==> src/hw/rtl/atapio_pkg.sv <==
package atapio_pkg;

  localparam int WORDS_PER_SECTOR = 256;
  localparam int WI_W             = $clog2(WORDS_PER_SECTOR);
  localparam int LBA_W            = 28;
  localparam int CNT_W            = 9;
  localparam int LIM_W            = 20;
  localparam int CFG_DATA_W       = 20;
  localparam int CFG_IDX_W        = 3;

  // item modes
  localparam logic [2:0] MODE_START_RD = 3'd0;
  localparam logic [2:0] MODE_START_WR = 3'd1;
  localparam logic [2:0] MODE_RESP     = 3'd2;
  localparam logic [2:0] MODE_TICK     = 3'd3;
  localparam logic [2:0] MODE_WORD     = 3'd4;

  // bus operations
  localparam logic [2:0] OP_NONE    = 3'd0;
  localparam logic [2:0] OP_REG_RD  = 3'd1;
  localparam logic [2:0] OP_REG_WR  = 3'd2;
  localparam logic [2:0] OP_DATA_RD = 3'd3;
  localparam logic [2:0] OP_DATA_WR = 3'd4;

  // task file registers
  localparam logic [2:0] TF_DATA    = 3'd0;
  localparam logic [2:0] TF_NSECT   = 3'd2;
  localparam logic [2:0] TF_SECNUM  = 3'd3;
  localparam logic [2:0] TF_CYLLO   = 3'd4;
  localparam logic [2:0] TF_CYLHI   = 3'd5;
  localparam logic [2:0] TF_DEVHEAD = 3'd6;
  localparam logic [2:0] TF_CMDSTAT = 3'd7;

  localparam logic [7:0] CMD_READ_SECTORS  = 8'h20;
  localparam logic [7:0] CMD_WRITE_SECTORS = 8'h30;
  localparam logic [7:0] CMD_INIT_PARAMS   = 8'h91;
  localparam logic [7:0] DEVCTL_SRST       = 8'h04;
  localparam logic [7:0] DEV_MASTER        = 8'hA0;
  localparam logic [7:0] DEV_SLAVE         = 8'hB0;
  localparam logic [7:0] DEV_LBA           = 8'h40;

  // outcomes
  localparam logic [2:0] OUT_OK       = 3'd0;
  localparam logic [2:0] OUT_ZERO_CNT = 3'd1;
  localparam logic [2:0] OUT_NOT_RDY  = 3'd2;
  localparam logic [2:0] OUT_DEV_ERR  = 3'd3;
  localparam logic [2:0] OUT_TIMEOUT  = 3'd4;

  // config register indexes
  localparam logic [2:0] REG_USE_LBA   = 3'd0;
  localparam logic [2:0] REG_SPT       = 3'd1;
  localparam logic [2:0] REG_HEADS     = 3'd2;
  localparam logic [2:0] REG_SLAVE     = 3'd3;
  localparam logic [2:0] REG_INTRQ_EN  = 3'd4;
  localparam logic [2:0] REG_RDY_TO    = 3'd5;
  localparam logic [2:0] REG_DRQ_LIM   = 3'd6;
  localparam logic [2:0] REG_REC_TO    = 3'd7;

  typedef enum logic [3:0] {
    K_RD_STATUS, K_DATA_RD, K_DATA_WR, K_WORD,
    K_TF_COUNT, K_TF_SEC, K_TF_CYLLO, K_TF_CYLHI, K_TF_DEV, K_TF_CMD,
    K_SRST_ON, K_SRST_OFF, K_GEO_DEV, K_GEO_SPT, K_GEO_CMD, K_DONE
  } kind_t;

  typedef enum logic [1:0] {LIM_READY, LIM_DRQ, LIM_REC} lim_sel_t;

  typedef struct packed {
    logic     emit;
    kind_t    kind;
    logic     last;
    logic [2:0] outc;
    logic     start;
    logic     poll_clr;
    logic     poll_inc;
    lim_sel_t lim_sel;
    logic     wi_clr;
    logic     wi_inc;
    logic     sec_end;
    logic     done_clr;
    logic     chs_start;
  } cmd_t;

  typedef struct packed {
    logic [2:0] mode;
    logic count_bad;
    logic is_write;
    logic use_lba;
    logic intrq_en;
    logic irq;
    logic st_bsy;
    logic st_drdy;
    logic st_drq;
    logic st_err;
    logic wi_last;
    logic left_one;
    logic done_zero;
    logic poll_expired;
    logic chs_done;
    logic out_free;
  } sts_t;

endpackage

==> src/hw/rtl/ata_pio_sector_transfer_unit.sv <==
// ATA PIO host sector sequencer (LBA28 or CHS addressing).
// Input channel (in_valid/in_ready): one beat is a start read/write, a bus
// read response (status or data word), a poll tick, or a host write word.
// Output channel (out_valid/out_ready): each beat is one bus request
// (register read/write, data read/write), a delivered sector word, or a
// completion with outcome and byte count; last marks the final beat of the
// results caused by one input beat. An input beat may cause no result.
// Config: cfg_we/cfg_index/cfg_data, write-only, to be written while idle.
// Timing: an input beat is taken only when the sequencer is idle; it is decoded,
// then its results are produced in turn, and the next beat is taken once the
// sequencer has returned to idle. Starting a CHS command runs two 28-step
// divisions, once per command.
// Results leave through a single output register; while the receiver stalls,
// the sequencer holds its next result, but once idle it can take a new input beat.
// Reset (rst, synchronous) returns to idle, loads the default geometry and
// timeout registers and drops out_valid.
module ata_pio_sector_transfer_unit import atapio_pkg::*; #(
  parameter int POLL_COUNTER_BITS = 20
) (
  input  logic                  clk,
  input  logic                  rst,
  input  logic                  cfg_we,
  input  logic [CFG_IDX_W-1:0]  cfg_index,
  input  logic [CFG_DATA_W-1:0] cfg_data,
  input  logic                  in_valid,
  output logic                  in_ready,
  input  logic [2:0]            mode,
  input  logic [LBA_W-1:0]      lba,
  input  logic [CNT_W-1:0]      sector_count,
  input  logic [15:0]           bus_read_value,
  input  logic [15:0]           write_word,
  input  logic                  intrq_level,
  output logic                  out_valid,
  input  logic                  out_ready,
  output logic [2:0]            bus_op,
  output logic [2:0]            bus_register,
  output logic                  control_block,
  output logic [15:0]           bus_write_value,
  output logic [15:0]           read_data,
  output logic                  read_data_valid,
  output logic                  done_res,
  output logic [2:0]            outcome,
  output logic [17:0]           byte_count,
  output logic                  last
);
  cmd_t cmd;
  sts_t sts;
  logic in_fire;

  assign in_fire = in_valid && in_ready;

  // sequencer: command phases, poll outcomes, recovery flow
  atapio_ctrl u_ctrl (
    .clk(clk), .rst(rst), .in_fire(in_fire), .in_ready(in_ready),
    .sts(sts), .cmd(cmd)
  );

  // config, counters, CHS divider and the output register
  atapio_dp #(.POLL_COUNTER_BITS(POLL_COUNTER_BITS)) u_dp (
    .clk(clk), .rst(rst),
    .cfg_we(cfg_we), .cfg_index(cfg_index), .cfg_data(cfg_data),
    .in_fire(in_fire), .mode(mode), .lba(lba), .sector_count(sector_count),
    .bus_read_value(bus_read_value), .write_word(write_word),
    .intrq_level(intrq_level),
    .cmd(cmd), .sts(sts),
    .out_ready(out_ready), .out_valid(out_valid),
    .bus_op(bus_op), .bus_register(bus_register), .control_block(control_block),
    .bus_write_value(bus_write_value), .read_data(read_data),
    .read_data_valid(read_data_valid), .done_res(done_res), .outcome(outcome),
    .byte_count(byte_count), .last(last)
  );

  // never load the output register over a waiting beat
  a_no_overwrite: assert property (@(posedge clk) disable iff (rst)
    cmd.emit |-> sts.out_free) else $error("result overwrote a pending beat");

  // nothing is produced while waiting for input
  a_idle_quiet: assert property (@(posedge clk) disable iff (rst)
    in_ready |-> !cmd.emit) else $error("result emitted while idle");

  // a completion always closes the item's results
  a_done_last: assert property (@(posedge clk) disable iff (rst)
    out_valid && done_res |-> last) else $error("completion without last");

  // a delivered word carries no bus request
  a_word_no_bus: assert property (@(posedge clk) disable iff (rst)
    out_valid && read_data_valid |-> bus_op == OP_NONE && !done_res)
    else $error("data word mixed with bus request");
endmodule

==> src/hw/rtl/atapio_div.sv <==
// restoring divider, one quotient bit per cycle
module atapio_div import atapio_pkg::*; (
  input  logic             clk,
  input  logic             rst,
  input  logic             start,
  input  logic [LBA_W-1:0] dividend,
  input  logic [7:0]       divisor,
  output logic             done,
  output logic [LBA_W-1:0] quot,
  output logic [7:0]       rem
);
  localparam int CW = $clog2(LBA_W);

  logic          busy;
  logic [CW-1:0] cnt;
  logic [7:0]    dvs;
  logic [8:0]    trial;
  logic [8:0]    diff;
  logic          ge;

  assign trial = {rem, quot[LBA_W-1]};
  assign ge    = trial >= {1'b0, dvs};
  assign diff  = trial - {1'b0, dvs};

  always_ff @(posedge clk) begin
    done <= 1'b0;
    if (rst) begin
      busy <= 1'b0;
      cnt  <= '0;
    end else if (start) begin
      quot <= dividend;
      rem  <= '0;
      dvs  <= divisor;
      cnt  <= CW'(LBA_W - 1);
      busy <= 1'b1;
    end else if (busy) begin
      rem  <= ge ? diff[7:0] : trial[7:0];
      quot <= {quot[LBA_W-2:0], ge};
      cnt  <= cnt - 1'b1;
      if (cnt == '0) begin
        busy <= 1'b0;
        done <= 1'b1;
      end
    end
  end
endmodule

==> src/hw/rtl/atapio_dp.sv <==
module atapio_dp import atapio_pkg::*; #(
  parameter int POLL_COUNTER_BITS = 20
) (
  input  logic                  clk,
  input  logic                  rst,
  input  logic                  cfg_we,
  input  logic [CFG_IDX_W-1:0]  cfg_index,
  input  logic [CFG_DATA_W-1:0] cfg_data,
  input  logic                  in_fire,
  input  logic [2:0]            mode,
  input  logic [LBA_W-1:0]      lba,
  input  logic [CNT_W-1:0]      sector_count,
  input  logic [15:0]           bus_read_value,
  input  logic [15:0]           write_word,
  input  logic                  intrq_level,
  input  cmd_t                  cmd,
  output sts_t                  sts,
  input  logic                  out_ready,
  output logic                  out_valid,
  output logic [2:0]            bus_op,
  output logic [2:0]            bus_register,
  output logic                  control_block,
  output logic [15:0]           bus_write_value,
  output logic [15:0]           read_data,
  output logic                  read_data_valid,
  output logic                  done_res,
  output logic [2:0]            outcome,
  output logic [17:0]           byte_count,
  output logic                  last
);
  localparam int PW = POLL_COUNTER_BITS;
  localparam int XW = (PW > LIM_W) ? PW : LIM_W;
  localparam logic [PW-1:0] PC_MAX = '1;

  // configuration
  logic              use_lba, device_slave, intrq_enabled;
  logic [7:0]        spt;
  logic [4:0]        heads;
  logic [LIM_W-1:0]  rdy_to, drq_lim, rec_to;

  // item latches
  logic [2:0]        mode_q;
  logic [LBA_W-1:0]  lba_q;
  logic [CNT_W-1:0]  cnt_q;
  logic [15:0]       resp_q, wword_q;
  logic              irq_q;

  logic              is_write;
  logic [LBA_W-1:0]  saved_lba;
  logic [CNT_W-1:0]  saved_count, sectors_left, sectors_done;
  logic [WI_W-1:0]   word_index;
  logic [PW-1:0]     poll_count, poll_inc;
  logic [LIM_W-1:0]  limit;

  // CHS translation
  logic              chs_stage, chs_done;
  logic [7:0]        chs_sect;
  logic [15:0]       chs_cyl;
  logic [3:0]        chs_head;
  logic              div_start, div_done;
  logic [LBA_W-1:0]  div_dividend, div_quot;
  logic [7:0]        div_divisor, div_rem, spt_eff;
  logic [4:0]        heads_eff;
  logic              count_bad;
  logic [7:0]        dev;

  assign spt_eff   = (spt == '0) ? 8'd1 : spt;
  assign heads_eff = (heads == '0) ? 5'd1 : heads;
  assign div_start = cmd.chs_start || (div_done && !chs_stage);
  assign div_dividend = cmd.chs_start ? saved_lba : div_quot;
  assign div_divisor  = cmd.chs_start ? spt_eff : {3'b000, heads_eff};
  assign count_bad = (cnt_q == '0) || (cnt_q > CNT_W'(256));
  assign dev = device_slave ? DEV_SLAVE : DEV_MASTER;

  atapio_div u_div (
    .clk(clk), .rst(rst), .start(div_start), .dividend(div_dividend),
    .divisor(div_divisor), .done(div_done), .quot(div_quot), .rem(div_rem)
  );

  always_comb begin
    case (cmd.lim_sel)
      LIM_READY: limit = rdy_to;
      LIM_DRQ:   limit = drq_lim;
      default:   limit = rec_to;
    endcase
  end

  assign poll_inc = (poll_count == PC_MAX) ? poll_count : poll_count + 1'b1;

  always_comb begin
    sts.mode         = mode_q;
    sts.count_bad    = count_bad;
    sts.is_write     = is_write;
    sts.use_lba      = use_lba;
    sts.intrq_en     = intrq_enabled;
    sts.irq          = irq_q;
    sts.st_bsy       = resp_q[7];
    sts.st_drdy      = resp_q[6];
    sts.st_drq       = resp_q[3];
    sts.st_err       = resp_q[0];
    sts.wi_last      = word_index == WI_W'(WORDS_PER_SECTOR - 1);
    sts.left_one     = sectors_left == CNT_W'(1);
    sts.done_zero    = sectors_done == '0;
    sts.poll_expired = (XW'(poll_inc) >= XW'(limit)) || (poll_inc == PC_MAX);
    sts.chs_done     = chs_done;
    sts.out_free     = !out_valid || out_ready;
  end

  always_ff @(posedge clk) begin
    if (rst) begin
      use_lba       <= 1'b1;
      spt           <= 8'd63;
      heads         <= 5'd16;
      device_slave  <= 1'b0;
      intrq_enabled <= 1'b0;
      rdy_to        <= LIM_W'(500000);
      drq_lim       <= LIM_W'(100000);
      rec_to        <= LIM_W'(200000);
    end else if (cfg_we) begin
      unique case (cfg_index)
        REG_USE_LBA:  use_lba       <= cfg_data[0];
        REG_SPT:      spt           <= cfg_data[7:0];
        REG_HEADS:    heads         <= cfg_data[4:0];
        REG_SLAVE:    device_slave  <= cfg_data[0];
        REG_INTRQ_EN: intrq_enabled <= cfg_data[0];
        REG_RDY_TO:   rdy_to        <= cfg_data[LIM_W-1:0];
        REG_DRQ_LIM:  drq_lim       <= cfg_data[LIM_W-1:0];
        default:      rec_to        <= cfg_data[LIM_W-1:0];
      endcase
    end
  end

  always_ff @(posedge clk) begin
    if (in_fire) begin
      mode_q  <= mode;
      lba_q   <= lba;
      cnt_q   <= sector_count;
      resp_q  <= bus_read_value;
      wword_q <= write_word;
      irq_q   <= intrq_level;
    end
  end

  always_ff @(posedge clk) begin
    if (rst) begin
      is_write     <= 1'b0;
      saved_lba    <= '0;
      saved_count  <= '0;
      sectors_left <= '0;
      sectors_done <= '0;
      word_index   <= '0;
      poll_count   <= '0;
      chs_stage    <= 1'b0;
      chs_done     <= 1'b0;
    end else begin
      chs_done <= 1'b0;
      if (cmd.start) begin
        is_write     <= mode_q[0];
        saved_lba    <= lba_q;
        saved_count  <= count_bad ? '0 : cnt_q;
        sectors_left <= cnt_q;
        sectors_done <= '0;
        poll_count   <= '0;
      end
      if (cmd.poll_clr) poll_count <= '0;
      else if (cmd.poll_inc) poll_count <= poll_inc;
      if (cmd.wi_clr) word_index <= '0;
      else if (cmd.wi_inc) word_index <= word_index + 1'b1;
      if (cmd.sec_end) begin
        sectors_left <= sectors_left - 1'b1;
        sectors_done <= sectors_done + 1'b1;
      end else if (cmd.done_clr) begin
        sectors_done <= '0;
      end
      if (cmd.chs_start) chs_stage <= 1'b0;
      else if (div_done) begin
        if (!chs_stage) begin
          chs_sect  <= div_rem + 1'b1;
          chs_stage <= 1'b1;
        end else begin
          chs_cyl   <= div_quot[15:0];
          chs_head  <= div_rem[3:0];
          chs_stage <= 1'b0;
          chs_done  <= 1'b1;
        end
      end
    end
  end

  // output register
  always_ff @(posedge clk) begin
    if (rst) begin
      out_valid <= 1'b0;
    end else if (cmd.emit) begin
      out_valid <= 1'b1;
    end else if (out_ready) begin
      out_valid <= 1'b0;
    end
  end

  always_ff @(posedge clk) begin
    if (cmd.emit) begin
      bus_op          <= OP_NONE;
      bus_register    <= TF_DATA;
      control_block   <= 1'b0;
      bus_write_value <= '0;
      read_data       <= '0;
      read_data_valid <= 1'b0;
      done_res        <= 1'b0;
      outcome         <= OUT_OK;
      byte_count      <= '0;
      last            <= cmd.last;
      unique case (cmd.kind)
        K_RD_STATUS: begin
          bus_op       <= OP_REG_RD;
          bus_register <= TF_CMDSTAT;
        end
        K_DATA_RD: bus_op <= OP_DATA_RD;
        K_DATA_WR: begin
          bus_op          <= OP_DATA_WR;
          bus_write_value <= wword_q;
        end
        K_WORD: begin
          read_data       <= resp_q;
          read_data_valid <= 1'b1;
        end
        K_TF_COUNT: begin
          bus_op          <= OP_REG_WR;
          bus_register    <= TF_NSECT;
          bus_write_value <= {8'h00, saved_count[7:0]};
        end
        K_TF_SEC: begin
          bus_op          <= OP_REG_WR;
          bus_register    <= TF_SECNUM;
          bus_write_value <= {8'h00, use_lba ? saved_lba[7:0] : chs_sect};
        end
        K_TF_CYLLO: begin
          bus_op          <= OP_REG_WR;
          bus_register    <= TF_CYLLO;
          bus_write_value <= {8'h00, use_lba ? saved_lba[15:8] : chs_cyl[7:0]};
        end
        K_TF_CYLHI: begin
          bus_op          <= OP_REG_WR;
          bus_register    <= TF_CYLHI;
          bus_write_value <= {8'h00, use_lba ? saved_lba[23:16] : chs_cyl[15:8]};
        end
        K_TF_DEV: begin
          bus_op          <= OP_REG_WR;
          bus_register    <= TF_DEVHEAD;
          bus_write_value <= {8'h00, use_lba ? (dev | DEV_LBA | {4'h0, saved_lba[27:24]})
                                             : (dev | {4'h0, chs_head})};
        end
        K_TF_CMD: begin
          bus_op          <= OP_REG_WR;
          bus_register    <= TF_CMDSTAT;
          bus_write_value <= {8'h00, is_write ? CMD_WRITE_SECTORS : CMD_READ_SECTORS};
        end
        K_SRST_ON: begin
          bus_op          <= OP_REG_WR;
          bus_register    <= TF_DEVHEAD;
          control_block   <= 1'b1;
          bus_write_value <= {8'h00, DEVCTL_SRST};
        end
        K_SRST_OFF: begin
          bus_op        <= OP_REG_WR;
          bus_register  <= TF_DEVHEAD;
          control_block <= 1'b1;
        end
        K_GEO_DEV: begin
          bus_op          <= OP_REG_WR;
          bus_register    <= TF_DEVHEAD;
          bus_write_value <= {8'h00, dev | {4'h0, 4'(heads - 1'b1)}};
        end
        K_GEO_SPT: begin
          bus_op          <= OP_REG_WR;
          bus_register    <= TF_NSECT;
          bus_write_value <= {8'h00, spt};
        end
        K_GEO_CMD: begin
          bus_op          <= OP_REG_WR;
          bus_register    <= TF_CMDSTAT;
          bus_write_value <= {8'h00, CMD_INIT_PARAMS};
        end
        K_DONE: begin
          done_res   <= 1'b1;
          outcome    <= cmd.outc;
          byte_count <= (cmd.outc == OUT_OK) ? {saved_count, 9'b0} : '0;
        end
      endcase
    end
  end
endmodule

==> src/hw/rtl/atapio_ctrl.sv <==
module atapio_ctrl import atapio_pkg::*; (
  input  logic clk,
  input  logic rst,
  input  logic in_fire,
  output logic in_ready,
  input  sts_t sts,
  output cmd_t cmd
);
  typedef enum logic [4:0] {
    S_IDLE, S_DECODE, S_ISSUE, S_CLRRD, S_FINISH, S_WORD, S_DATARD, S_DATAWR,
    S_SECEND, S_STATUS, S_PFAIL, S_AFTER, S_GEO1, S_GEO2, S_GEO3,
    S_SRST1, S_SRST2, S_DIV, S_PROG
  } state_t;

  typedef enum logic [3:0] {
    P_IDLE = 4'd0, P_RDY_RD = 4'd1, P_RDY_TK = 4'd2, P_DRQ_CLR = 4'd3,
    P_DRQ_RD = 4'd4, P_DRQ_TK = 4'd5, P_XFER_RD = 4'd6, P_XFER_WR = 4'd7,
    P_CMT_CLR = 4'd8, P_CMT_RD = 4'd9, P_CMT_TK = 4'd10, P_REC_RD = 4'd11,
    P_REC_TK = 4'd12, P_GEO_RD = 4'd13, P_GEO_TK = 4'd14
  } phase_t;

  state_t     state, state_next;
  phase_t     phase, phase_next, rdph, rdph_next;
  logic [2:0] outc, outc_next, fail, fail_next;
  logic [2:0] pidx, pidx_next;
  logic       rdy, clr;

  assign in_ready = state == S_IDLE;
  assign rdy = !sts.st_bsy && sts.st_drdy;
  // INTRQ clear read: never before the first write sector
  assign clr = ((rdph == P_DRQ_RD && !(sts.is_write && sts.done_zero)) || rdph == P_CMT_RD)
               && sts.intrq_en && sts.irq;

  always_comb begin
    cmd        = '0;
    state_next = state;
    phase_next = phase;
    rdph_next  = rdph;
    outc_next  = outc;
    fail_next  = fail;
    pidx_next  = pidx;
    cmd.outc   = outc;
    if (rdph == P_RDY_RD) cmd.lim_sel = LIM_READY;
    else if (rdph == P_DRQ_RD || rdph == P_CMT_RD) cmd.lim_sel = LIM_DRQ;
    else cmd.lim_sel = LIM_REC;

    unique case (state)
      S_IDLE: if (in_fire) state_next = S_DECODE;
      S_DECODE: begin
        state_next = S_IDLE;
        case (sts.mode)
          MODE_START_RD, MODE_START_WR: begin
            if (phase == P_IDLE) begin
              cmd.start = 1'b1;
              if (sts.count_bad) begin
                outc_next  = OUT_ZERO_CNT;
                state_next = S_FINISH;
              end else begin
                fail_next  = OUT_OK;
                rdph_next  = P_RDY_RD;
                state_next = S_ISSUE;
              end
            end
          end
          MODE_RESP: begin
            if (phase == P_DRQ_CLR || phase == P_CMT_CLR) state_next = S_CLRRD;
            else if (phase == P_XFER_RD) state_next = S_WORD;
            else if (phase == P_RDY_RD || phase == P_DRQ_RD || phase == P_CMT_RD ||
                     phase == P_REC_RD || phase == P_GEO_RD) begin
              rdph_next  = phase;
              state_next = S_STATUS;
            end
          end
          MODE_TICK: begin
            if (phase == P_RDY_TK || phase == P_DRQ_TK || phase == P_CMT_TK ||
                phase == P_REC_TK || phase == P_GEO_TK) begin
              rdph_next  = phase_t'(phase - 1'b1);
              state_next = S_ISSUE;
            end
          end
          MODE_WORD: if (phase == P_XFER_WR) state_next = S_DATAWR;
          default: state_next = S_IDLE;
        endcase
      end
      S_ISSUE: if (sts.out_free) begin
        cmd.emit   = 1'b1;
        cmd.kind   = K_RD_STATUS;
        cmd.last   = 1'b1;
        phase_next = clr ? phase_t'(rdph - 1'b1) : rdph;
        state_next = S_IDLE;
      end
      S_CLRRD: if (sts.out_free) begin
        cmd.emit   = 1'b1;
        cmd.kind   = K_RD_STATUS;
        cmd.last   = 1'b1;
        phase_next = phase_t'(phase + 1'b1);
        state_next = S_IDLE;
      end
      S_FINISH: if (sts.out_free) begin
        cmd.emit   = 1'b1;
        cmd.kind   = K_DONE;
        cmd.last   = 1'b1;
        phase_next = P_IDLE;
        state_next = S_IDLE;
      end
      S_WORD: if (sts.out_free) begin
        cmd.emit = 1'b1;
        cmd.kind = K_WORD;
        if (sts.wi_last) state_next = S_SECEND;
        else begin
          cmd.wi_inc = 1'b1;
          state_next = S_DATARD;
        end
      end
      S_DATARD: if (sts.out_free) begin
        cmd.emit   = 1'b1;
        cmd.kind   = K_DATA_RD;
        cmd.last   = 1'b1;
        state_next = S_IDLE;
      end
      S_DATAWR: if (sts.out_free) begin
        cmd.emit = 1'b1;
        cmd.kind = K_DATA_WR;
        if (sts.wi_last) state_next = S_SECEND;
        else begin
          cmd.last   = 1'b1;
          cmd.wi_inc = 1'b1;
          state_next = S_IDLE;
        end
      end
      S_SECEND: begin
        cmd.sec_end  = 1'b1;
        cmd.poll_clr = 1'b1;
        if (!sts.left_one) begin
          rdph_next  = P_DRQ_RD;
          state_next = S_ISSUE;
        end else if (sts.is_write) begin
          rdph_next  = P_CMT_RD;
          state_next = S_ISSUE;
        end else begin
          outc_next  = OUT_OK;
          state_next = S_FINISH;
        end
      end
      S_STATUS: begin
        state_next = S_PFAIL;
        case (rdph)
          P_RDY_RD: begin
            if (rdy) begin
              pidx_next = '0;
              if (sts.use_lba) state_next = S_PROG;
              else begin
                cmd.chs_start = 1'b1;
                state_next    = S_DIV;
              end
            end
          end
          P_DRQ_RD: begin
            if (sts.st_err) begin
              fail_next  = OUT_DEV_ERR;
              state_next = S_SRST1;
            end else if (!sts.st_bsy && sts.st_drq) begin
              cmd.wi_clr = 1'b1;
              if (sts.is_write) begin
                phase_next = P_XFER_WR;
                state_next = S_IDLE;
              end else begin
                phase_next = P_XFER_RD;
                state_next = S_DATARD;
              end
            end
          end
          P_CMT_RD: begin
            if (sts.st_err) begin
              fail_next  = OUT_DEV_ERR;
              state_next = S_SRST1;
            end else if (!sts.st_bsy) begin
              outc_next  = OUT_OK;
              state_next = S_FINISH;
            end
          end
          P_REC_RD: if (rdy) state_next = S_AFTER;
          default: begin
            if (rdy) begin
              outc_next  = fail;
              state_next = S_FINISH;
            end
          end
        endcase
      end
      S_PFAIL: begin
        cmd.poll_inc = 1'b1;
        if (sts.poll_expired) begin
          if (rdph == P_RDY_RD) begin
            outc_next  = OUT_NOT_RDY;
            state_next = S_FINISH;
          end else if (rdph == P_REC_RD) state_next = S_AFTER;
          else if (rdph == P_GEO_RD) begin
            outc_next  = fail;
            state_next = S_FINISH;
          end else begin
            fail_next  = OUT_TIMEOUT;
            state_next = S_SRST1;
          end
        end else begin
          phase_next = phase_t'(rdph + 1'b1);
          state_next = S_IDLE;
        end
      end
      S_AFTER: begin
        if (!sts.use_lba) state_next = S_GEO1;
        else begin
          outc_next  = fail;
          state_next = S_FINISH;
        end
      end
      S_GEO1: if (sts.out_free) begin
        cmd.emit   = 1'b1;
        cmd.kind   = K_GEO_DEV;
        state_next = S_GEO2;
      end
      S_GEO2: if (sts.out_free) begin
        cmd.emit   = 1'b1;
        cmd.kind   = K_GEO_SPT;
        state_next = S_GEO3;
      end
      S_GEO3: if (sts.out_free) begin
        cmd.emit     = 1'b1;
        cmd.kind     = K_GEO_CMD;
        cmd.poll_clr = 1'b1;
        rdph_next    = P_GEO_RD;
        state_next   = S_ISSUE;
      end
      S_SRST1: if (sts.out_free) begin
        cmd.emit   = 1'b1;
        cmd.kind   = K_SRST_ON;
        state_next = S_SRST2;
      end
      S_SRST2: if (sts.out_free) begin
        cmd.emit     = 1'b1;
        cmd.kind     = K_SRST_OFF;
        cmd.poll_clr = 1'b1;
        rdph_next    = P_REC_RD;
        state_next   = S_ISSUE;
      end
      S_DIV: if (sts.chs_done) state_next = S_PROG;
      S_PROG: if (sts.out_free) begin
        cmd.emit = 1'b1;
        case (pidx)
          3'd0:    cmd.kind = K_TF_COUNT;
          3'd1:    cmd.kind = K_TF_SEC;
          3'd2:    cmd.kind = K_TF_CYLLO;
          3'd3:    cmd.kind = K_TF_CYLHI;
          3'd4:    cmd.kind = K_TF_DEV;
          default: cmd.kind = K_TF_CMD;
        endcase
        if (pidx == 3'd5) begin
          cmd.poll_clr = 1'b1;
          cmd.done_clr = 1'b1;
          rdph_next    = P_DRQ_RD;
          state_next   = S_ISSUE;
        end else begin
          pidx_next = pidx + 1'b1;
        end
      end
      default: state_next = S_IDLE;
    endcase
  end

  always_ff @(posedge clk) begin
    if (rst) begin
      state <= S_IDLE;
      phase <= P_IDLE;
      rdph  <= P_IDLE;
      outc  <= OUT_OK;
      fail  <= OUT_OK;
      pidx  <= '0;
    end else begin
      state <= state_next;
      phase <= phase_next;
      rdph  <= rdph_next;
      outc  <= outc_next;
      fail  <= fail_next;
      pidx  <= pidx_next;
    end
  end
endmodule

==> config.mk <==
export PLATFORM = sky130hd
export DESIGN_NAME = ata_pio_sector_transfer_unit
export DESIGN_NICKNAME = d
export VERILOG_FILES = /design/src/hw/rtl/atapio_pkg.sv /design/src/hw/rtl/ata_pio_sector_transfer_unit.sv /design/src/hw/rtl/atapio_div.sv /design/src/hw/rtl/atapio_dp.sv /design/src/hw/rtl/atapio_ctrl.sv
export SDC_FILE = /design/constraint.sdc
export NUM_CORES = 1
export LEC_CHECK = 0
export BUFFER_PORTS_ARGS = -buffer_cell sky130_fd_sc_hd__buf_2
export CORE_MARGIN = 10
export CORE_UTILIZATION = 58
export CTS_BUF_LIST = sky130_fd_sc_hd__clkbuf_8
export DETAILED_ROUTE_END_ITERATION = 10
export MAX_ROUTING_LAYER = met4
export PLACE_DENSITY_LB_ADDON = 0.12
export SYNTH_ARGS = -nofsm -noshare
export SYNTH_HDL_FRONTEND = slang
export SYNTH_SLANG_ARGS = --single-unit
export TNS_END_PERCENT = 30
==> constraint.sdc <==
create_clock -name clk -period 15 [get_ports clk]
set_clock_uncertainty 0.05 [all_clocks]
set_input_delay 4.5 -clock clk [delete_from_list [all_inputs] [get_ports clk]]
set_output_delay 4.5 -clock clk [all_outputs]
set_load 0.01 [all_outputs]
==> flow_summary.json, run 1 <==
{
  "status": "complete, no violations",
  "clockRootBuffer": "clkbuf_8",
  "place_area_um2": 19980,
  "seqPwrFrac": 0.515,
  "port_buffers": 156,
  "path_cells": "buf_2, nor2b_1, a21oi_4, buf_4, and3_1, nand3_1, o22ai_1, a211oi_1, o211ai_1",
  "pwr-share-clk": 0.427,
  "ctsHoldBuffers": 0,
  "path_class": "in2reg",
  "drt_iter0_drc": 1688,
  "finalSetupViolations": 0,
  "final_antenna_net_count": 0,
  "grt_pass1_wl_mm": 81.99,
  "cellPowerDensity_nw_per_um2": 106.8,
  "cts.repair.resized": 0,
  "grt_pass1_vias": 14650,
  "min_from": "u_dp.u_div.quot[9]",
  "vias": 15450,
  "worstSetupEndpointType": "flop",
  "clkTransAtPathRegs_ns": 0.06,
  "cp.arrival_ns": 6.86,
  "synth_xor_area_frac": 0.02129,
  "critPathTopFamily": "simple AND/OR/NAND/NOR gates",
  "synth_compound_area_frac": 0.1404,
  "fin_crit_ns": 6.581,
  "dp.final_hpwl_mm": 36.20,
  "cap_violations": 0,
  "yosys.area_share.adder": 0.03544,
  "synth_top_family_by_area": "simple AND/OR/NAND/NOR gates",
  "ys_types": 88,
  "worst_slack_ns": 8.419,
  "cts_tree": "done",
  "grt_overflow": 0,
  "dieArea_um2": 40250,
  "rows": 66,
  "wl_per_cell_um": 20.01,
  "slew_headroom": 0.1906,
  "synth_area_um2": 18920,
  "ir_drop_mv": 0.09634,
  "numCtsBuffers": 66,
  "comb_power_share": 0.058,
  "ys_async_sr_fraction": 0,
  "globalplace.congestion": 0.9609,
  "yosysWarnings": 0,
  "crit_required_ns": 15.28,
  "finalSetupTns_ns": 0,
  "synth-simple-area-share": 0.2156,
  "layout-drive-gt1-share": 0.1503,
  "clock-sinks": 390,
  "synthFlopType": "edfxtp_1",
  "cpMaxStageDelayCell": "nor2b_1",
  "worstHoldEndpoint": "u_dp.chs_cyl[9]",
  "io_pins": 166,
  "n_fill_cell": 2675,
  "synth_edf_count": 199,
  "dr.pass1.iters": 8,
  "nets": 2257,
  "cp-start-kind": "primary input",
  "start_util": 0.5846,
  "min-delay-path-class": "reg2reg",
  "r2r_slack_ns": 10.19,
  "postCtsSetupBuffers": 0,
  "die_h_um": 200.6,
  "final_cell_mix": "nand2_1 (362), edfxtp_1 (199), dfxtp_1 (190), a21oi_1 (175), buf_2 (155)",
  "cts.htree.levels": 3,
  "critPathMaxStageDelay_ns": 0.65,
  "fin_util": 0.6596,
  "die_x_um": 200.6,
  "vias_per_cell": 5.943,
  "tightest_slew_ns": 1.201,
  "critPathBufInv": 2,
  "ys_seq_area_frac": 0.5179,
  "reg2reg_depth": 14,
  "maxSlewViolCount": 0,
  "cp_num_cells": 9,
  "synth.area.mux_share": 0.03280,
  "core_um2": 32370,
  "syn_area_per_cell_um2": 9.596,
  "r2r_start": "u_dp.poll_count[0]",
  "min_path_cells": 0,
  "hold_viol_final": 0,
  "switchingPower_uw": 552.6,
  "dp_slack_ns": 7.840,
  "intPower_mw": 1.728,
  "layout_commonest_cell": "nand2_1",
  "antenna_found_initial": 2,
  "clockBufferDepth": 3,
  "netSwitchingFraction": 0.2423,
  "synthToLayoutAreaGrowth_pct": 12.83,
  "cp_max_fo": 62,
  "grt_max_degree": 106,
  "final_area_um2": 21350,
  "r2r_end": "u_ctrl.phase[1]",
  "post-route-drc-count": 0,
  "synth-seq-cells": 390,
  "track_usage": 0.2575,
  "netlist_instances": 1972,
  "holdWs_ns": 0.3963,
  "max_freq_mhz": 151.9,
  "rsz0062_at_grt": "no",
  "clock_latency_ns": 0.61,
  "drt_wl_total_mm": 52.02,
  "p_leak_nw": 8.205,
  "finalCritPeriodShare": 0.4388
}
area by class of cell:
type	instances	area, um^2	area share
Antenna cell	2	5.005	0.0002344
Clock buffer	78	1074	0.05028
Clock inverter	43	291.5	0.01365
Inverter	41	153.9	0.007208
Multi-Input combinational cell	1425	8518	0.3989
Sequential cell	390	9801	0.4590
Tap cell	442	553.0	0.02590
Timing Repair Buffer	179	955.9	0.04477
layer usage:
metal,vias to the layer above,routed length [um],GRT usage
met3,91,3291,0.03518
met5,-,0,-
met1,7428,23000,0.3470
li1,7351,-,-
met4,0,1233,0.08115
met2,583,24500,0.3967
metrics by stage:
step | instances | power, mW
floorplan | 1980 | 1.272
global placement | 2477 | 1.326
detailed placement | 2477 | 1.328
CTS | 2598 | 2.296
global route | 2600 | 2.358
finish | 2600 | 2.281
power by group through the flow:
stage / logic [mW] / clock network (mW) / registers, mW
2_1_floorplan: 0.0849 / 0 / 1.19
3_3_place_gp: 0.130 / 0 / 1.20
3_5_place_dp: 0.132 / 0 / 1.20
4_1_cts: 0.133 / 0.990 / 1.17
5_1_grt: 0.147 / 1.03 / 1.18
6_report: 0.133 / 0.974 / 1.17
state kept, by name, indices dropped and copies added, names as in the netlist, 16 cells and up:
| signal | cells |
|---|---|
| u_dp.bus_write_value | 16 |
| u_dp.chs_cyl | 16 |
| u_dp.drq_lim | 20 |
| u_dp.lba_q | 28 |
| u_dp.poll_count | 20 |
| u_dp.rdy_to | 20 |
| u_dp.read_data | 16 |
| u_dp.rec_to | 20 |
| u_dp.resp_q | 16 |
| u_dp.saved_lba | 28 |
| u_dp.u_div.quot | 28 |
| u_dp.wword_q | 16 |
synth_stat cells (33+ instances only):
| master | count | area (um^2) |
|---|---|---|
| nand2_1 | 363 | 1363 |
| edfxtp_1 | 199 | 5976 |
| dfxtp_1 | 191 | 3824 |
| a21oi_1 | 175 | 875.8 |
| nor2_1 | 152 | 570.6 |
| clkbuf_1 | 91 | 341.6 |
| o21ai_0 | 56 | 280.3 |
| mux2i_1 | 53 | 530.5 |
| ha_1 | 52 | 650.6 |
| nor3_1 | 50 | 250.2 |
| nand3_1 | 44 | 220.2 |
| inv_1 | 41 | 153.9 |
| nand3b_1 | 34 | 255.2 |
| and3_1 | 33 | 206.5 |
worst max path at each step:
stage / start / to / slack (ns)
2_1_floorplan: out_ready / u_dp.bus_write_value[4] / 7.21
3_3_place_gp: out_ready / u_dp.byte_count[13] / 8.00
3_5_place_dp: out_ready / u_dp.byte_count[12] / 7.84
4_1_cts: out_ready / u_dp.byte_count[17] / 8.45
5_1_grt: out_ready / u_dp.byte_count[16] / 8.14
6_report: out_ready / u_dp.bus_write_value[4] / 8.42
kinds of logic (layout without fill, tap and decap cells):
group / after synthesis / after routing
other: 1 / 11
buffers and inverters: 165 / 341
xor gates and xnor gates: 46 / 46
muxes: 61 / 61
DFF: 390 / 390
AOI/OAI and AO/OA: 409 / 409
and+or+nand+nor: 847 / 847
adders and majority gates: 53 / 53
Power figures use the tool's default switching activity.
==> inputs of run 2 (changes only) <==
- ABC_AREA: default -> 1
- CORE_UTILIZATION: 58 -> 56
- clock period: 15 -> 5.78 ns (I/O delays scaled with it)
==> run 2 against run 1 <==
Utilization fell by 1.7 points. Critical path depth rose by 15. Cell count rose by 13%. Via count rose by 4.4%. Die area rose by 2.7%. Total power rose to 2.7 times the previous value. Sequential share of layout area fell by 0.19 points. Highest routed layer unchanged.
==> flow_summary.json, run 2 <==
{
  "status": "complete, no violations",
  "synth_area_leaders": "edfxtp_1 (32%), dfxtp_1 (20%), nand2_1 (11%)",
  "grt_overflow": 0,
  "grt_use_met1": 0.3401,
  "max_freq_mhz": 248.6,
  "clock_latency_ns": 0.64,
  "layout_commonest_cell": "nand2_1",
  "cp.arrival_ns": 4.48,
  "dieArea_um2": 41330,
  "start_util": 0.5640,
  "die_h_um": 203.3,
  "placed_cells": 2818,
  "synth_area_um2": 18820,
  "ctsHoldBuffers": 0,
  "cp_max_fo": 27,
  "yosysTopAreaCellShare": 0.3176,
  "post-route-drc-count": 0,
  "met3_usage": 0.07520,
  "grt_pass1_wl_mm": 82.82,
  "final_antenna_net_count": 0,
  "finalSetupViolations": 0,
  "hold_viol_final": 0,
  "grt.met2_usage": 0.3800,
  "worstSetupEndpointType": "flop",
  "crit_required_ns": 6.23,
  "drt_wl_total_mm": 52.63,
  "grt_max_degree": 69,
  "ys_seq_area_frac": 0.5208,
  "clkTransAtPathRegs_ns": 0.07,
  "dp.final_hpwl_mm": 38.32,
  "ys_types": 60,
  "finalSetupTns_ns": 0,
  "cts.htree.levels": 3,
  "antenna_found_initial": 8,
  "globalplace.congestion": 0.9305,
  "core_um2": 33360,
  "final_cell_mix": "nand2_1 (534), nor2_1 (330), inv_1 (223), edfxtp_1 (199), dfxtp_1 (191)",
  "yosysMostFrequentCell": "nand2_1",
  "slew_headroom": 0.3525,
  "die_x_um": 203.3,
  "vias_per_cell": 5.474,
  "tightest_slew_ns": 0.9701,
  "fin_cells": 2948,
  "p_leak_nw": 9.155,
  "track_usage": 0.2577,
  "top_regs": "u_dp.lba_q: 28 flops, u_dp.saved_lba: 28 flops, u_dp.u_div.quot: 28 flops",
  "n_fill_cell": 2944,
  "cap_violations": 0,
  "layout-drive-gt1-share": 0.1400,
  "netlist_instances": 2267,
  "rows": 67,
  "path_class": "reg2reg",
  "wl_per_cell_um": 17.85,
  "synth_edf_count": 199,
  "synth-seq-cells": 390,
  "clockRootBuffer": "clkbuf_8",
  "synth_common_cells": "nand2_1 (534), nor2_1 (332), inv_1 (210), edfxtp_1 (199), dfxtp_1 (191)",
  "min-delay-path-class": "reg2reg",
  "dr.pass1.iters": 6,
  "vias": 16140,
  "io_pins": 166,
  "syn_area_per_cell_um2": 8.300,
  "ys_async_sr_fraction": 0,
  "clockBufferDepth": 3,
  "port_buffers": 156,
  "ir_drop_mv": 0.2822,
  "grt_busiest_layer": "met2",
  "maxSlewViolCount": 0,
  "rsz0062_at_grt": "no",
  "cts_tree": "done",
  "grt_pass1_vias": 15430,
  "cts.repair.resized": 0,
  "cellPowerDensity_nw_per_um2": 290.8,
  "synth_top_area_cell": "edfxtp_1",
  "fin_crit_ns": 4.023,
  "cp-start-kind": "flop",
  "clock-sinks": 390,
  "nets": 2593,
  "power_mw": 6.234,
  "synthToLayoutAreaGrowth_pct": 13.92,
  "numCtsBuffers": 67,
  "drt_iter0_drc": 1431,
  "synthFlopType": "edfxtp_1",
  "postCtsSetupBuffers": 0,
  "finalCritPeriodShare": 0.6960,
  "yosysWarnings": 0
}
==> run 2: final timing paths <==
path	depth (start not counted)	to	slack [ns]	startpoint
worst max-delay path	24	u_ctrl.phase[2]	1.76	u_ctrl.rdph[1]
worst min-delay path	0	u_dp.chs_cyl[3]	0.39	u_dp.u_div.quot[3]
worst max register to register	24	u_ctrl.phase[2]	1.76	u_ctrl.rdph[1]
worst min register to register	0	u_dp.chs_cyl[3]	0.39	u_dp.u_div.quot[3]
==> run 2: per-stage QoR <==
stage / area [um^2] / util / setup slack [ns] / hold WS (ns)
after detailed placement: 19990 / 0.5992 / 1.676 / 0.3886
after global routing: 21440 / 0.6425 / 1.311 / 0.3926
final: 21440 / 0.6425 / 1.757 / 0.3881
after floorplan: 18850 / - / 0.4288 / 0.3768
after CTS: 21420 / 0.6419 / 1.763 / 0.3881
after global placement: 19990 / 0.5992 / 1.826 / 0.3795
==> run 2: layer usage <==
layer  up-vias  wire length, um
met4         0              893
met2       598            23180
met5         -                0
met3        86             4954
met1      7542            23600
li1       7912                -
==> run 2: cells by family after synthesis <==
family	synth area share
AND/OR/NAND/NOR	0.2469
flip-flops	0.5208
AO/OA/AOI/OAI	0.1161
buffers and inverters	0.06609
adder cells (fa/ha/maj)	0.03564
XOR/XNOR	0.01164
multiplexers	0.002660
other	0.0001993
==> run 2: final cells by class <==
| class | count | area [um^2] | share of cell area |
|---|---|---|---|
| sequential | 390 | 9799 | 0.4572 |
| clock inverter | 44 | 351.6 | 0.01640 |
| multi-input combinational | 1571 | 7814 | 0.3645 |
| antenna | 8 | 20.02 | 0.0009339 |
| timing repair buffer | 179 | 953.4 | 0.04448 |
| clock buffer | 78 | 1074 | 0.05008 |
| inverter | 230 | 863.3 | 0.04028 |
| tap | 448 | 560.5 | 0.02615 |
==> run 2: report_power, final <==
| group | internal, mW | switching, mW | total [mW] |
|---|---|---|---|
| combinational | 0.164 | 0.354 | 0.518 |
| sequential | 3.01 | 0.0685 | 3.08 |
| clock | 1.47 | 1.16 | 2.64 |
==> run 2: worst max-delay path, stage by stage (launching register included) <==
cell and delay (ns):
dfxtp_1 0.33, inv_1 0.15, ha_1 0.20, nand2_1 0.45
nor2_2 0.22, buf_4 0.33, nor2_1 0.11, inv_1 0.16
nor2_1 0.06, a31oi_1 0.16, ha_1 0.25, o21ai_0 0.14
a21boi_0 0.09, o21ai_0 0.15, nand2_1 0.09, nand2_1 0.06
nand2_1 0.04, a21oi_1 0.29, nand2_2 0.13, nand2_1 0.09
nand2_2 0.11, inv_2 0.10, nand2_1 0.05, nand2_1 0.06
nor2_1 0.04
